--- config.mk ---
export PLATFORM = sky130hd
export DESIGN_NAME = sequential_list_engine_unit
export DESIGN_NICKNAME = d
export VERILOG_FILES = /design/src/design/sle_pkg.sv /design/src/design/sequential_list_engine_unit.sv /design/src/design/sle_ctrl.sv /design/src/design/sle_datapath.sv
export SDC_FILE = /design/constraint.sdc
export NUM_CORES = 2
export LEC_CHECK = 0
export BUFFER_PORTS_ARGS = -buffer_cell sky130_fd_sc_hd__buf_2
export CAP_MARGIN = 20
export CORE_ASPECT_RATIO = 0.5
export CORE_MARGIN = 5
export CORE_UTILIZATION = 40
export DETAILED_ROUTE_END_ITERATION = 8
export PLACE_DENSITY = 0.57
export SYNTH_ARGS = -nofsm -noshare
export SYNTH_HDL_FRONTEND = slang
export SYNTH_SLANG_ARGS = --single-unit
--- constraint.sdc ---
create_clock -name clk_i -period 6.72 [get_ports clk_i]
set_clock_uncertainty 0.05 [all_clocks]
set_input_delay 0.672 -clock clk_i [delete_from_list [all_inputs] [get_ports clk_i]]
set_output_delay 0.672 -clock clk_i [all_outputs]
set_load 0.1 [all_outputs]
--- src/design/sle_pkg.sv ---
// Shared types, codes and default sizes for the sequential list engine.
package sle_pkg;

  localparam int unsigned SLE_CAPACITY = 128;

  localparam int unsigned ACT_W     = 4;
  localparam int unsigned POS_W     = 8;
  localparam int unsigned VAL_W     = 32;
  localparam int unsigned CNT_OUT_W = 8;
  localparam int unsigned ST_W      = 2;

  typedef enum logic [ACT_W-1:0] {
    ACT_INSERT     = 4'd0,
    ACT_DELETE     = 4'd1,
    ACT_READ       = 4'd2,
    ACT_LOCATE     = 4'd3,
    ACT_PUSH_FRONT = 4'd4,
    ACT_POP_FRONT  = 4'd5,
    ACT_PUSH_BACK  = 4'd6,
    ACT_POP_BACK   = 4'd7,
    ACT_CLEAR      = 4'd8
  } act_e;

  typedef enum logic [ST_W-1:0] {
    ST_OK      = 2'd0,
    ST_BAD_POS = 2'd1,
    ST_FULL    = 2'd2,
    ST_EMPTY   = 2'd3
  } status_e;

  // How the datapath will carry out the latched request.
  typedef enum logic [2:0] {
    PLAN_DONE,
    PLAN_OPEN,
    PLAN_CLOSE,
    PLAN_FETCH,
    PLAN_SCAN
  } plan_e;

  typedef enum logic [2:0] {
    CMD_NONE,
    CMD_LATCH,
    CMD_PLAN,
    CMD_OPEN,
    CMD_FETCH,
    CMD_GRAB,
    CMD_CLOSE,
    CMD_SCAN
  } dp_cmd_e;

  typedef struct packed {
    plan_e plan;
    logic  is_close;
    logic  finish;
  } dp_sts_t;

  typedef enum logic [2:0] {
    S_IDLE,
    S_PLAN,
    S_OPEN,
    S_FETCH,
    S_GRAB,
    S_CLOSE,
    S_SCAN,
    S_REPLY
  } state_e;

endpackage

--- src/design/sequential_list_engine_unit.sv ---
// Top level of the sequential list engine: controller plus datapath.
// Each request is latched when accepted and planned; refusals, clear and unused codes then go
// straight to the result beat. Read fetches one entry; insert and push move entries up, then write
// the value; delete and pop fetch the entry, then move entries down; locate scans to a match or the end.
// Throughput: one item at a time; busy holds from accept until after done_o, and the
// memory (one read, one write port) moves one entry per cycle. The receiver cannot stall.
// Reset (rst_ni low, asynchronous) empties the list and idles the controller.
module sequential_list_engine_unit import sle_pkg::*; #(
  parameter int unsigned CAPACITY = SLE_CAPACITY
) (
  input  logic                    clk_i,
  input  logic                    rst_ni,
  input  logic                    start,
  output logic                    busy,
  input  logic [ACT_W-1:0]        action_i,
  input  logic [POS_W-1:0]        position_i,
  input  logic signed [VAL_W-1:0] value_i,
  output logic                    done_o,
  output logic signed [VAL_W-1:0] read_value_o,
  output logic [CNT_OUT_W-1:0]    found_position_o,
  output logic [ST_W-1:0]         status_o,
  output logic [CNT_OUT_W-1:0]    count_o,
  output logic                    is_empty_o
);

  dp_cmd_e cmd;
  dp_sts_t sts;

  // Sequence the request: latch, plan, walk the memory, present the result beat.
  sle_ctrl u_ctrl (
    .clk_i  (clk_i),
    .rst_ni (rst_ni),
    .start_i(start),
    .busy_o (busy),
    .done_o (done_o),
    .cmd_o  (cmd),
    .sts_i  (sts)
  );

  // Hold the list, the count and the result registers shown during the beat.
  sle_datapath #(
    .CAPACITY(CAPACITY)
  ) u_dp (
    .clk_i           (clk_i),
    .rst_ni          (rst_ni),
    .cmd_i           (cmd),
    .sts_o           (sts),
    .action_i        (action_i),
    .position_i      (position_i),
    .value_i         (value_i),
    .read_value_o    (read_value_o),
    .found_position_o(found_position_o),
    .status_o        (status_o),
    .count_o         (count_o),
    .is_empty_o      (is_empty_o)
  );

`ifndef SYNTHESIS
  a_accept_busy : assert property (@(posedge clk_i) disable iff (!rst_ni)
    (start && !busy) |=> (busy && !done_o))
    else $error("accepted beat did not raise busy");

  a_done_in_busy : assert property (@(posedge clk_i) disable iff (!rst_ni)
    done_o |-> busy)
    else $error("result beat outside a busy request");

  a_done_single : assert property (@(posedge clk_i) disable iff (!rst_ni)
    done_o |=> (!busy && !done_o))
    else $error("result beat longer than one cycle");
`endif

endmodule

--- src/design/sle_ctrl.sv ---
// Controller state machine that sequences one list request through the datapath.
module sle_ctrl import sle_pkg::*; (
  input  logic    clk_i,
  input  logic    rst_ni,
  input  logic    start_i,
  output logic    busy_o,
  output logic    done_o,
  output dp_cmd_e cmd_o,
  input  dp_sts_t sts_i
);

  state_e state_q, state_d;

  always_ff @(posedge clk_i or negedge rst_ni) begin
    if (!rst_ni) begin
      state_q <= S_IDLE;
    end else begin
      state_q <= state_d;
    end
  end

  always_comb begin
    state_d = state_q;
    cmd_o   = CMD_NONE;
    busy_o  = 1'b1;
    done_o  = 1'b0;
    case (state_q)
      S_IDLE: begin
        busy_o = 1'b0;
        if (start_i) begin
          cmd_o   = CMD_LATCH;
          state_d = S_PLAN;
        end
      end
      S_PLAN: begin
        cmd_o = CMD_PLAN;
        case (sts_i.plan)
          PLAN_OPEN:  state_d = S_OPEN;
          PLAN_CLOSE: state_d = S_FETCH;
          PLAN_FETCH: state_d = S_FETCH;
          PLAN_SCAN:  state_d = S_SCAN;
          default:    state_d = S_REPLY;
        endcase
      end
      S_OPEN: begin
        cmd_o = CMD_OPEN;
        if (sts_i.finish) state_d = S_REPLY;
      end
      S_FETCH: begin
        cmd_o   = CMD_FETCH;
        state_d = S_GRAB;
      end
      S_GRAB: begin
        cmd_o   = CMD_GRAB;
        state_d = sts_i.is_close ? S_CLOSE : S_REPLY;
      end
      S_CLOSE: begin
        cmd_o = CMD_CLOSE;
        if (sts_i.finish) state_d = S_REPLY;
      end
      S_SCAN: begin
        cmd_o = CMD_SCAN;
        if (sts_i.finish) state_d = S_REPLY;
      end
      S_REPLY: begin
        done_o  = 1'b1;
        state_d = S_IDLE;
      end
      default: begin
        state_d = S_IDLE;
      end
    endcase
  end

endmodule

--- src/design/sle_datapath.sv ---
// Datapath: element memory, count, walk pointers and result registers.
module sle_datapath import sle_pkg::*; #(
  parameter int unsigned CAPACITY = SLE_CAPACITY
) (
  input  logic                    clk_i,
  input  logic                    rst_ni,
  input  dp_cmd_e                 cmd_i,
  output dp_sts_t                 sts_o,
  input  logic [ACT_W-1:0]        action_i,
  input  logic [POS_W-1:0]        position_i,
  input  logic signed [VAL_W-1:0] value_i,
  output logic signed [VAL_W-1:0] read_value_o,
  output logic [CNT_OUT_W-1:0]    found_position_o,
  output logic [ST_W-1:0]         status_o,
  output logic [CNT_OUT_W-1:0]    count_o,
  output logic                    is_empty_o
);

  localparam int unsigned AW = $clog2(CAPACITY);
  localparam int unsigned CW = $clog2(CAPACITY + 1);
  localparam int unsigned PW = ((CW > POS_W) ? CW : POS_W) + 1;

  // Latched request
  act_e                    act_q;
  logic [POS_W-1:0]        pos_q;
  logic signed [VAL_W-1:0] val_q;

  // Control state
  logic [CW-1:0] count_q, count_d;
  logic          pend_q, pend_d;

  // Walk state and results
  logic [CW-1:0]           p_q, p_d;
  logic [CW-1:0]           idx_q, idx_d;
  logic [AW-1:0]           dst_q, dst_d;
  logic                    close_q, close_d;
  logic signed [VAL_W-1:0] rd_q, rd_d;
  logic [CNT_OUT_W-1:0]    found_q, found_d;
  status_e                 status_q, status_d;

  // Memory
  logic signed [VAL_W-1:0] mem_q [CAPACITY];
  logic signed [VAL_W-1:0] rdata_q;
  logic                    we, re;
  logic [AW-1:0]           wa, ra;
  logic signed [VAL_W-1:0] wd;

  // Plan decode
  plan_e         plan;
  status_e       plan_st;
  logic [CW-1:0] plan_idx;
  logic [CW-1:0] idx_from_pos;
  logic [PW-1:0] pos_w, cnt_w, found_w;
  logic [CW-1:0] p_dec;
  logic          full, empty, match, finish;

  always_comb begin
    pos_w        = PW'(pos_q);
    cnt_w        = PW'(count_q);
    full         = (count_q == CW'(CAPACITY));
    empty        = (count_q == '0);
    idx_from_pos = CW'(pos_w - PW'(1));
    plan         = PLAN_DONE;
    plan_st      = ST_OK;
    plan_idx     = '0;
    case (act_q)
      ACT_INSERT: begin
        if (pos_q == '0 || pos_w > cnt_w + PW'(1)) begin
          plan_st = ST_BAD_POS;
        end else if (full) begin
          plan_st = ST_FULL;
        end else begin
          plan     = PLAN_OPEN;
          plan_idx = idx_from_pos;
        end
      end
      ACT_DELETE, ACT_READ: begin
        if (empty) begin
          plan_st = ST_EMPTY;
        end else if (pos_q == '0 || pos_w > cnt_w) begin
          plan_st = ST_BAD_POS;
        end else begin
          plan     = (act_q == ACT_DELETE) ? PLAN_CLOSE : PLAN_FETCH;
          plan_idx = idx_from_pos;
        end
      end
      ACT_LOCATE: begin
        if (!empty) plan = PLAN_SCAN;
      end
      ACT_PUSH_FRONT, ACT_PUSH_BACK: begin
        if (full) begin
          plan_st = ST_FULL;
        end else begin
          plan     = PLAN_OPEN;
          plan_idx = (act_q == ACT_PUSH_BACK) ? count_q : '0;
        end
      end
      ACT_POP_FRONT, ACT_POP_BACK: begin
        if (empty) begin
          plan_st = ST_EMPTY;
        end else begin
          plan     = PLAN_CLOSE;
          plan_idx = (act_q == ACT_POP_BACK) ? count_q - CW'(1) : '0;
        end
      end
      ACT_CLEAR: begin
        plan = PLAN_DONE;
      end
      default: begin
        plan = PLAN_DONE;
      end
    endcase
  end

  always_comb begin
    p_dec   = p_q - CW'(1);
    match   = pend_q && (rdata_q == val_q);
    found_w = PW'(dst_q) + PW'(1);

    count_d  = count_q;
    pend_d   = pend_q;
    p_d      = p_q;
    idx_d    = idx_q;
    dst_d    = dst_q;
    close_d  = close_q;
    rd_d     = rd_q;
    found_d  = found_q;
    status_d = status_q;
    we       = 1'b0;
    wa       = dst_q;
    wd       = rdata_q;
    re       = 1'b0;
    ra       = p_q[AW-1:0];
    finish   = 1'b0;

    case (cmd_i)
      CMD_PLAN: begin
        rd_d     = '0;
        found_d  = '0;
        status_d = plan_st;
        idx_d    = plan_idx;
        close_d  = (plan == PLAN_CLOSE);
        pend_d   = 1'b0;
        case (plan)
          PLAN_OPEN:  p_d = count_q;
          PLAN_CLOSE: p_d = plan_idx + CW'(1);
          default:    p_d = '0;
        endcase
        if (act_q == ACT_CLEAR) count_d = '0;
      end
      CMD_OPEN: begin
        // Move entries up from the top down; the last cycle drops the value in.
        if (pend_q) we = 1'b1;
        if (p_q > idx_q) begin
          re     = 1'b1;
          ra     = p_dec[AW-1:0];
          dst_d  = p_q[AW-1:0];
          pend_d = 1'b1;
          p_d    = p_dec;
        end else begin
          pend_d = 1'b0;
          if (!pend_q) begin
            we      = 1'b1;
            wa      = idx_q[AW-1:0];
            wd      = val_q;
            count_d = count_q + CW'(1);
            finish  = 1'b1;
          end
        end
      end
      CMD_FETCH: begin
        re = 1'b1;
        ra = idx_q[AW-1:0];
      end
      CMD_GRAB: begin
        rd_d = rdata_q;
      end
      CMD_CLOSE: begin
        // Move entries down by one, bottom up.
        if (pend_q) we = 1'b1;
        if (p_q < count_q) begin
          re     = 1'b1;
          ra     = p_q[AW-1:0];
          dst_d  = p_dec[AW-1:0];
          pend_d = 1'b1;
          p_d    = p_q + CW'(1);
        end else begin
          pend_d = 1'b0;
          if (!pend_q) begin
            count_d = count_q - CW'(1);
            finish  = 1'b1;
          end
        end
      end
      CMD_SCAN: begin
        if (match) begin
          found_d = found_w[CNT_OUT_W-1:0];
          pend_d  = 1'b0;
          finish  = 1'b1;
        end else if (p_q < count_q) begin
          re     = 1'b1;
          ra     = p_q[AW-1:0];
          dst_d  = p_q[AW-1:0];
          pend_d = 1'b1;
          p_d    = p_q + CW'(1);
        end else begin
          pend_d = 1'b0;
          finish = !pend_q;
        end
      end
      default: begin
        pend_d = pend_q;
      end
    endcase
  end

  always_ff @(posedge clk_i or negedge rst_ni) begin
    if (!rst_ni) begin
      count_q <= '0;
      pend_q  <= 1'b0;
    end else begin
      count_q <= count_d;
      pend_q  <= pend_d;
    end
  end

  always_ff @(posedge clk_i) begin
    if (cmd_i == CMD_LATCH) begin
      act_q <= act_e'(action_i);
      pos_q <= position_i;
      val_q <= value_i;
    end
    p_q      <= p_d;
    idx_q    <= idx_d;
    dst_q    <= dst_d;
    close_q  <= close_d;
    rd_q     <= rd_d;
    found_q  <= found_d;
    status_q <= status_d;
  end

  always_ff @(posedge clk_i) begin
    if (we) mem_q[wa] <= wd;
    if (re) rdata_q <= mem_q[ra];
  end

  assign sts_o.plan     = plan;
  assign sts_o.is_close = close_q;
  assign sts_o.finish   = finish;

  assign read_value_o     = rd_q;
  assign found_position_o = found_q;
  assign status_o         = status_q;
  assign count_o          = cnt_w[CNT_OUT_W-1:0];
  assign is_empty_o       = empty;

endmodule
## Word-level counts from Yosys, hierarchy flattened

Memories as Yosys holds them, arrays and structs flattened. A register that Yosys moved wholly into a read port is not among the register bits.
Cells that the tools add are included.

| operators by class | value |
|---|---|
| bitwise logic cells | 0 |
| $add $sub $neg | 8 |
| $lt $le $gt $ge | 4 |
| div/mod/pow operators | 0 |
| reduce and logical (&&, ||, !) cells | 23 |
| multiplexer cells | 76 |
| equality and inequality tests | 40 |
| shifts and indexed selects | 0 |
| multiply operators | 0 |

Operators with widths:

| kind | number |
|---|---|
| $mux 8 | 17 |
| $mux 32 | 3 |
| $pmux 32 s2 | 1 |
| $pmux 8 s4 | 2 |
| $mux 7 | 8 |
| $eq 32x32->1 | 1 |
| $pmux 8 s2 | 2 |
| $eq 3x3->1 const B | 9 |
| $add 8x1->8 const B | 3 |
| $pmux 8 s3 | 1 |
| $sub 8x1->8 const B | 3 |
| $pmux 3 s7 | 1 |
| $pmux 7 s3 | 1 |
| $mux 1 | 19 |
| $eq 3x2->1 const B | 6 |
| $mux 3 | 6 |
| $pmux 3 s6 | 1 |
| $eq 4x3->1 const B | 4 |
| $gt 8x8->1 | 2 |
| $logic_not 8->1 | 2 |
| $pmux 3 s5 | 1 |
| $pmux 7 s2 | 1 |
| $mux 2 | 6 |
| $ne 2x1->1 const B | 6 |
| other kinds (29) | 45 |

| word-level totals | value |
|---|---|
| register bits | 122 |
| memory bits (read-only) | 0 |
| output and inout port bits | 53 |
| bits in writable memories | 4096 |
| logic and storage cells | 165 |
| bits in latches | 0 |
| memories kept | 1 |

Memory list:

| memory | depth | bits a word | rd ports | clocked after memory_dff | write ports | line | text |
|---|---|---|---|---|---|---|---|
| u_dp.mem_q | 128 | 32 | 1 | 1 | 1 | sle_datapath.sv:42 | `logic signed [VAL_W-1:0] mem_q [CAPACITY];` |

## Logic depth before layout (Yosys ltp)

| logic depth | value |
|---|---|
| word-level depth | 9 |
| mapped depth | 23 |
| depth with buffers taken out | 17 |

## Modules after synthesis

A second synthesis with hierarchy kept.

| unflattened totals | value |
|---|---|
| cell total of the unflattened synthesis | 14685 |
| area, all modules | 185217.6 um^2 |

By module, submodules not included:

| module | area an instance (um^2) | times used | cells each | sequential area each (um^2) |
|---|---|---|---|---|
| sle_datapath | 184976.2 | 1 | 14658 | 127487.3 |
| sle_ctrl | 241.5 | 1 | 27 | 75.1 |

## Least setup slack after synthesis

OpenSTA, ideal clock, no wires.

| path | value |
|---|---|
| path kind | register to register |
| from | register u_dp.p_q[0] |
| to | memory u_dp.mem_q[0][10], data pin |
| cell stages (with the launch flop) | 17 |
| buffers on the path | 7 |
| setup slack | 1074 ps |
| clock period less this slack | 5646 ps |
| setup time | 511 ps |
| data required time | 6159 ps |
| data arrival time | 5085 ps |
| cells stage by stage | edfxtp_1 -> clkbuf_1 -> inv_1 -> clkbuf_1 -> buf_1 -> ha_1 -> nand2b_1 -> a211oi_1 -> nor3_2 -> buf_2 -> o21ai_0 -> nand2b_1 -> clkbuf_1 -> clkbuf_1 -> clkbuf_1 -> nand2_1 -> nand2_1 |

| on the way | value |
|---|---|
| cells in the longest elaborated chain, start to end | 3 |

Ends and longest elaborated chain:

| what | line | text |
|---|---|---|
| from (decl) | sle_datapath.sv:33 | `logic [CW-1:0] p_q, p_d;` |
| from (signal assigned) | sle_datapath.sv:233 | `p_q <= p_d;` |
| $gt 8x8->1 | sle_datapath.sv:154 | `if (p_q > idx_q) begin` |
| $mux 32 | sle_datapath.sv:154 |  |
| $mux 32 | sle_datapath.sv:136 | `case (cmd_i)` |
| net u_dp.wd[10] | sle_datapath.sv:46 | `logic signed [VAL_W-1:0] wd;` |
| to (decl) | sle_datapath.sv:42 |  |

The timed path passes the listed nets, and every way through them passes these cells.

## Worst setup path after layout

| path | value |
|---|---|
| from | register u_ctrl.state_q[1] |
| to | register u_dp.rdata_q[6], read port of u_dp.mem_q, data pin |

| on the way | value |
|---|---|
| cells in the longest elaborated chain, start to end | 4 |

Ends and longest elaborated chain:

| what | line | text |
|---|---|---|
| from (decl) | sle_ctrl.sv:12 | `state_e state_q, state_d;` |
| from (signal assigned) | sle_ctrl.sv:18 | `state_q <= state_d;` |
| $eq 3x3->1, or another cell as far along | sle_ctrl.sv:27 | `case (state_q)` |
| $pmux 3 s7 * | sle_ctrl.sv:27 |  |
| $eq 3x3->1 / $eq 3x2->1 (equally long branches) | sle_datapath.sv:136 |  |
| $pmux 1 s4 / $pmux 7 s2 (equally long branches) | sle_datapath.sv:136 |  |
| to (decl) | sle_datapath.sv:43 | `logic signed [VAL_W-1:0] rdata_q;` |

Every way passes the cells marked *; elsewhere a longest branch is shown, timed or not.
A chain may end at the register's enable or synchronous reset.

==> results by group <==
Clocking
  – # H-tree levels: 5
  – Num CTS Buffers: 392
  – CTS sink count: 4250
  – Worst-path clk slew: 0.07 ns
  – TritonCTS clock tree: built
  – CTS Root Cell: clkbuf_16
  – Max Root-Sink Buffers: 4
  – Skew-Pair Late Insertion Delay: 0.96 ns

Logic synthesis
  – Mean Syn Cell Area: 15.2 µm²
  – Top cells by area, synth: edfxtp_1 (75%), nand2_1 (4.6%), mux2i_1 (3.2%)
  – Area leader, netlist: edfxtp_1
  – Syn nets: 11.3k
  – Register area share after synthesis: 0.752
  – YS warnings: 0
  – Top-count cell post-synth: edfxtp_1
  – Post-Syn Area: 170000 µm²
  – Post-synth EDFFs: 4238
  – Top_reg_cell synth: edfxtp_1
  – Unique masters post-synth: 95
  – Async S/R FF share, synth: 0.00282
  – Top cell type's share of synthesized area: 0.750
  – Synth Register Bits: 4250
  – Mapped Cells: 11.2k
  – Synth top cells by count: edfxtp_1 (4238), nand2_1 (2074), nand3_1 (736)

Floorplan
  – Core Region: 423000 µm²
  – Row cnt: 169
  – Die extent in y: 471 µm
  – Starting Density: 0.401
  – Die width: 931 µm
  – IO Pins: 100
  – Die area: 438000 µm²

Setup path
  – CP max-delay cell: o211ai_4
  – Worst path bufs/invs: 4
  – Worst setup EP type: flop
  – Startpoint types: flop
  – WS Path Type: reg2reg
  – Delay-heaviest family, CP: compound AO/OA/AOI/OAI gates
  – Crit-path max FO: 21
  – CP Cell Sequence: inv_1 -> ha_1 -> nor3b_2 -> o211a_1 -> nand2_2 -> o211ai_4 -> buf_4 -> nor2_1 -> a221oi_1 -> buf_4 -> nand4_1 -> buf_4 -> or4_1
  – Worst EP arrival: 7.28 ns
  – Crit-path most repeated cell: buf_4
  – Delay of the slowest critical-path stage: 0.94 ns
  – Crit path required time: 7.36 ns

Cells and area
  – FF+latch area: 128000 µm²
  – Layout area overhead: 14.3%
  – Filler Cells Inserted: 36.7k
  – Share of cells above drive strength 1: 0.138
  – Layout net count: 11.7k
  – Area occupied by multi-input gates: 39400 µm²

Route
  – First-iteration detailed-routing DRC count: 17.8k
  – DRC Markers: 0
  – First-pass iteration count of the detailed router: 6
  – Antenna-violating nets left: 0
  – Via density per instance: 6.15
  – Via count: 108k
  – Final WL: 585 mm
  – Post-DR wirelength/cell: 33.3 µm

STA
  – Fin crit period: 6.63 ns
  – Max-slew violation count: 0
  – Ratio of final minimum period to clock period: 0.987
  – Worst Max-Slew Pin Slew: 1.28 ns
  – Highest Clock Rate: 151 MHz
  – Final Hold Viols: 0
  – Setup_tns: 0 ns
  – RSZ-0062 raised after global routing: false
  – Relative slew slack: 0.149
  – Final setup fails: 0

Status
  – Outcome: finished, final reports clean

Min path
  – Worst min path class: in2async

Global route
  – First-pass GRT wire length: 807 mm
  – Largest net degree at the start of global routing: 129
  – Vias in the first global route: 101k
  – Initial antenna violation count: 56
  – GRT Total Usage: 0.258
  – Gr ovfl total: 0

Placement
  – Port bufs: 99
  – DP HPWL: 357 mm
  – Global placer's final weighted congestion: 0.979

Job
  – Max Cap Violations: 0
==> placed cells by master, fill, tap and decap left out, types with 82 or more instances in the layout <==
cell       instances
edfxtp_1        4238
nand2_1         2031
nand3_1          736
mux2i_1          537
buf_4            480
clkbuf_16        403
a31oi_1          332
and3_1           255
a21oi_1          241
a221oi_1         205
o21ai_0          157
mux4_2           149
nor2_4           139
a211oi_1         138
buf_12           125
nand4_1          119
o22ai_1          113
buf_2            103
clkinv_1         100
nor2_1            88
clkbuf_1          83
a22oi_1           82
==> worst paths after layout <==
check	from	end	cells after the start	slack (ns)
max reg2reg	u_ctrl.state_q[1]$_DFFE_PN0P_	u_dp.rdata_q[6]$_DFFE_PP_	13	0.09
min	rst_ni	u_ctrl.state_q[2]$_DFFE_PN0P_	2	0.1
max in group asynchronous	rst_ni	u_dp.count_o[1]$_DFFE_PN0P_	2	6.27
min in group clk_i	start	u_ctrl.state_q[2]$_DFFE_PN0P_	4	0.21
min reg2reg	u_ctrl.state_q[0]$_DFFE_PN0P_	u_ctrl.state_q[0]$_DFFE_PN0P_	1	0.53
max	u_ctrl.state_q[1]$_DFFE_PN0P_	u_dp.rdata_q[6]$_DFFE_PP_	13	0.09
==> final cells by class <==
cell class	count	area share
Antenna cell	68	0.000878
Clock buffer	486	0.0536
Clock inverter	216	0.00953
Inverter	61	0.00118
Multi-Input combinational cell	6106	0.203
Sequential cell	4250	0.658
Tap cell	5643	0.0364
Timing Repair Buffer	758	0.0369
==> what timing repair did <==
action / CTS / global route
setup buffers: 0 / 0
gates resized for setup: 0 / 3
hold endpoints to repair: 56 / 0
endpoints found under the setup margin: 0 / 3
hold buffers: 45 / 0
==> state kept, by name, summed over array words and instances, names as in the netlist <==
signal,cells
u_ctrl.state_q,3
u_dp.act_q,4
u_dp.close_q,1
u_dp.count_o,8
u_dp.dst_q,7
u_dp.found_position_o,8
u_dp.idx_q,8
u_dp.mem_q,4096
u_dp.p_q,8
u_dp.pend_q,1
u_dp.pos_q,8
u_dp.rdata_q,32
u_dp.read_value_o,32
u_dp.status_o,2
u_dp.val_q,32
==> logic make-up (layout without fill, tap and decap cells) <==
logic type	Yosys count	after routing	share of synthesized area
xor+xnor	65	65	0.00336
buf+inv	804	1521	0.0248
other cells	0	68	0
simple gates	3612	3612	0.0944
mux	692	692	0.0519
flops	4250	4250	0.752
fa+ha+maj	44	44	0.00325
compound gates	1692	1693	0.0704
==> metal layers <==
layer / share of wire / vias to the layer above / track usage
li1: - / 44400 / -
met1: 0.40 / 55900 / 0.368
met2: 0.43 / 6810 / 0.378
met3: 0.13 / 1069 / 0.0770
met4: 0.041 / 10 / 0.0901
met5: 0.00025 / - / 0
==> through the flow <==
stage          cell area [µm²]  utilization  cells  setup WS, ns  hold slack, ns
3_5_place_dp            181000        0.427  16800         0.136           0.518
5_1_grt                 194000        0.457  17500        0.0661          0.0995
3_3_place_gp            181000        0.427  16800         0.139           0.525
4_1_cts                 194000        0.457  17500         0.106          0.0529
6_report                194000        0.458  17600        0.0871          0.0974
2_1_floorplan           170000            -  11200          1.07           0.326
Power is not shown: default switching activity piles up to over one toggle a cycle in this logic, so the estimate is an artifact.
